==> src/hw/rtl/minv4_ram.sv <==
// minv4_ram: generic single-write, single-read memory with registered read
// no dependencies
module minv4_ram #(
	parameter int unsigned WIDTH = 32,
	parameter int unsigned DEPTH = 16
) (
	input  logic                     clk,
	input  logic                     we,
	input  logic [$clog2(DEPTH)-1:0] waddr,
	input  logic [WIDTH-1:0]         wdata,
	input  logic [$clog2(DEPTH)-1:0] raddr,
	output logic [WIDTH-1:0]         rdata
);

	logic [WIDTH-1:0] mem [DEPTH];

	always_ff @(posedge clk) begin
		if (we) begin
			mem[waddr] <= wdata;
		end
		rdata <= mem[raddr];
	end

endmodule

==> config.mk <==
export PLATFORM = sky130hd
export DESIGN_NAME = minv4_ram
export DESIGN_NICKNAME = d
export VERILOG_FILES = /design/src/hw/rtl/minv4_ram.sv
export SDC_FILE = /design/constraint.sdc
export NUM_CORES = 1
export LEC_CHECK = 0
export BUFFER_PORTS_ARGS = -buffer_cell sky130_fd_sc_hd__buf_2
export CAP_MARGIN = 0
export CORE_UTILIZATION = 50
export CTS_CLUSTER_DIAMETER = 100
export DETAILED_ROUTE_END_ITERATION = 10
export GPL_TIMING_DRIVEN = 0
export PLACE_DENSITY = 0.77
export SLEW_MARGIN = 20
export SYNTH_ARGS = -nofsm -noshare
export SYNTH_HDL_FRONTEND = slang
export SYNTH_SLANG_ARGS = --single-unit
==> constraint.sdc <==
create_clock -name clk -period 3.6 [get_ports clk]
set_input_delay 0.18 -clock clk [delete_from_list [all_inputs] [get_ports clk]]
set_output_delay 0.18 -clock clk [all_outputs]
set_load 0.01 [all_outputs]
Word-level counts from Yosys, hierarchy flattened
Memory sizes are Yosys's and may differ from the RTL's. A register that Yosys moved wholly into a read port is not among the register bits.
Cells that the tools add are included.

storage, ports and cells
  word-level logic and storage cells = 3
  register bits = 0
  memories kept = 1
  bits in writable memories = 512
  input bits = 42
  output and inout port bits = 32

memory list
  name  words  width  rd ports  clocked after Yosys merged registers in  write ports  RTL line  text
  mem   16     32     1         1                                        1            15        logic [WIDTH-1:0] mem [DEPTH];

cells by class
  muxes and demuxes = 2

operators with widths
  kind              count
  1-bit 2-to-1 mux  2

Depth between registers and ports, before layout
  word-level depth = 2
  depth in mapped cells = 5
  gate-level depth less buffers = 3

Worst setup path before layout
OpenSTA, ideal clock, no wires.

  path type = input -> register
  start point = input port waddr[2]
  end point = memory mem[0][0] (enable)
  arrival = 2.898 ns
  cell stages on the path = 2
  setup slack = 0.240 ns
  path through = or3b_2 -> nor3_1

RTL lines
  element      RTL line  text
  from (decl)  9         input logic [$clog2(DEPTH)-1:0] waddr,
  to (decl)    15

Straight into the memory's write port.

Worst setup path in the final report
  start point = input port waddr[2]
  end point = memory mem[8][28] (enable)

Straight into the memory's write port.

==> impl_metrics.toml <==
[cts]
cts-resized-gates = 0
clkSinkCount = 544
cts_tree = "yes"
cts-root-to-sink-buffers = 3
numCtsBuffers = 52
worstSkewPairLatency_ns = 0.59
h-tree-depth = 2
cts_root_buf = "sky130_fd_sc_hd__clkbuf_16"
clkTransAtPathRegs_ns = 0.06

[worst_setup_path]
crit_fanout = 8
cpMaxStageDelayCell = "sky130_fd_sc_hd__nor3_2"
critical-path-top-cell-by-count = "sky130_fd_sc_hd__buf_4"
crit_path_start_kind = "primary input"
timing.critical_path.to_type = "register"
critical_path_class = "in2reg"
crit_path_max_incr_delay_ns = 0.72
critPathArrivalTime_ns = 2.00
crit_chain = "buf_2 > nand3b_1 > nor3_2 > buf_4 > buf_4"
cp_data_required_time_ns = 3.88
setup.reg_to_reg.worst_slack_ns = 2.18

[place]
post-place-ws_ns = 1.294
detailed_place_hpwl_um = 26620
buffer_ports.inserted = 71
placed_cell_area_um2 = 21530
gp_congestion = 0.7090

[timing]
timing_max_transition_violations_final = 0
timing.hold.ws_ns = 0.1278
post-route-period-util_pct = 47.79
clock_skew_ns = 0.01261
rsz0062_at_grt = "no"
worst_pin_slew_ns = 0.9814
clock.fmax_mhz = 581.2
setup_viol_count_final = 0
timing.max_slew.rel_slack_pct = 34.57
finalHoldViolations = 0
final.min_clock_period_ns = 1.721
worst_slack_ns = 1.879
setup_tns_ns = 0

[detailed_routing]
first_pass_iters = 5
wire_per_inst_um = 27.53
wl_um = 43830
postRouteAntennaNets = 0
dr_drc_count = 0
routed-via-count = 9681
vias_per_cell = 6.081
initialDrtViolationCount = 1069

[cells_and_area]
drive_above_1_share_pct = 32.25
layout-area-overhead-vs-synth_pct = 18.70
number_of_nets_in_the_final_layout = 1071
final_cell_area_um2 = 23570
fill_cells = 2638

[power]
vdd.ir_drop.worst_v = 0.0003867
power.density_cell_area_nw_per_um2 = 563.5
fin_total_pwr_w = 0.01328
static-leakage-power_nw = 7.668

[outcome]
outcome = "finished, final reports clean"

[global_route]
overflow = 0
track_usage_pct = 22.23
antenna_violations_before_repair = 0
first_global_vias = 9944
largest_net_degree_at_the_start_of_global_routing = 19
grt_first_pass_wirelength_um = 64900

[synthesis]
multiplexer_share_of_the_synthesized_area_pct = 14.52
syn_avg_cell_area_um2 = 23.69
post-synth-top-area-fraction_pct = 77.44
seq_area_frac_synth_pct = 80.67
synthTopCellsByArea = "sky130_fd_sc_hd__edfxtp_1 (77%), sky130_fd_sc_hd__mux4_2 (15%), sky130_fd_sc_hd__dfxtp_1 (3.2%), sky130_fd_sc_hd__a22oi_1 (2.4%), sky130_fd_sc_hd__nand2_1 (0.62%)"
largest_family_of_logic_cells_by_synthesized_area = "multiplexers"
unique_cell_type_count_in_the_yosys_netlist = 18
synthAdderAreaFrac_pct = 0
post_synthesis_xor_xnor_area_fraction_pct = 0
synthSimpleGateAreaFrac_pct = 1.273
yosys_register_bits = 544
mappedNetlistNets = 880
synth.cell_area_um2 = 19850
synth_compound_gate_area_share_pct = 2.420
synth-warning-count = 0
synthDominantAreaCellType = "sky130_fd_sc_hd__edfxtp_1"
post_synth_inst_count = 838

[floorplan]
coreArea_um2 = 38920
fp.dieArea_um2 = 40510
die_h_um = 201.3
rows = 72
ioPinCount = 74
dieWidth_um = 201.3
initial_core_util_pct = 51.02

[worst_hold_path]
min_path_type = "in2reg"

[flow_run]
max-cap-violations = 0
==> synthesized netlist by cell type, drive strengths merged <==
cell and instances:
nand3b 2, nand3 1, edfxtp 512, or3b 1, nor3 4, nand2 33, a22oi 64, nand2b 2
nor2 13, mux4 128, clkbuf 17, and2 1, nor2b 2, buf 26, dfxtp 32
==> metal layers <==
| metal | part of all wire [%] | vias to the layer above | global-route usage [%] |
|---|---|---|---|
| met5 | 0 | - | 0 |
| met2 | 50 | 542 | 36.42 |
| met4 | 2.9 | 0 | 7.549 |
| li1 | - | 3964 | - |
| met3 | 8.1 | 102 | 3.758 |
| met1 | 39 | 5073 | 30.63 |
==> critical path: cells and delay by family <==
| family | cells | cell delay, ns |
|---|---|---|
| simple gates | 2 | 1.12 |
| buf+inv | 3 | 0.68 |
==> cells by family (layout without fill, tap and decap cells) <==
logic type / after synthesis / count (layout)
buf+inv: 43 / 278
other cells: 0 / 1
mux: 128 / 128
flops: 544 / 544
simple gates: 59 / 59
compound gates: 64 / 64
==> area by class of cell <==
class                      count  area, um2  area share, %
antenna                        1      2.502        0.01062
clock inverter                29      275.3          1.168
tap                          518      648.1          2.750
timing repair buffer         137       1239          5.256
multi-input combinational    251       3726          15.81
sequential                   544      16020          67.96
buffer                        43      222.7         0.9450
clock buffer                  69       1438          6.100
==> sequential cells by signal, indices dropped and copies added, names as in the netlist <==
signal / count
rdata: 32
mem: 512
==> report_power, final <==
part           switching [W]  internal (W)
sequential         0.0000382       0.00708
clock                0.00230       0.00317
combinational       0.000404      0.000296
==> per-stage QoR <==
step,std cells,util (%)
after global routing,1591,60.55
after floorplan,838,-
after CTS,1591,60.55
final,1592,60.55
after global placement,1427,53.59
after detailed placement,1461,55.32
==> repair_timing <==
action,CTS,global route
buffers inserted,0,0
endpoints found under the setup margin,0,0
hold buffers,32,0
endpoints found under the hold margin,512,0
==> cells in the final DEF (no fill, tap or decap) <==
cell,n
sky130_fd_sc_hd__a22oi_1,64
sky130_fd_sc_hd__and2_1,1
sky130_fd_sc_hd__buf_1,9
sky130_fd_sc_hd__buf_12,2
sky130_fd_sc_hd__buf_16,13
sky130_fd_sc_hd__buf_2,75
sky130_fd_sc_hd__buf_4,25
sky130_fd_sc_hd__buf_6,6
sky130_fd_sc_hd__buf_8,1
sky130_fd_sc_hd__bufinv_16,5
sky130_fd_sc_hd__clkbuf_1,29
sky130_fd_sc_hd__clkbuf_16,54
sky130_fd_sc_hd__clkbuf_8,3
sky130_fd_sc_hd__clkinv_1,7
sky130_fd_sc_hd__clkinv_2,15
sky130_fd_sc_hd__clkinv_8,1
sky130_fd_sc_hd__clkinvlp_4,1
sky130_fd_sc_hd__dfxtp_1,32
sky130_fd_sc_hd__diode_2,1
sky130_fd_sc_hd__dlygate4sd3_1,32
sky130_fd_sc_hd__edfxtp_1,512
sky130_fd_sc_hd__mux4_2,128
sky130_fd_sc_hd__nand2_1,33
sky130_fd_sc_hd__nand2b_1,2
sky130_fd_sc_hd__nand3_1,1
sky130_fd_sc_hd__nand3b_1,2
sky130_fd_sc_hd__nor2_1,1
sky130_fd_sc_hd__nor2_4,12
sky130_fd_sc_hd__nor2b_1,2
sky130_fd_sc_hd__nor3_2,4
sky130_fd_sc_hd__or3b_2,1
==> path summary, 6_finish.rpt <==
path | end | cells past startpoint | from
max | mem[8][28] | 5 | waddr[2]
min | mem[0][17] | 2 | waddr[0]
max reg2reg | rdata[17] | 3 | mem[11][17]
min reg2reg | rdata[3] | 3 | mem[14][3]
Power figures use the tool's default switching activity.
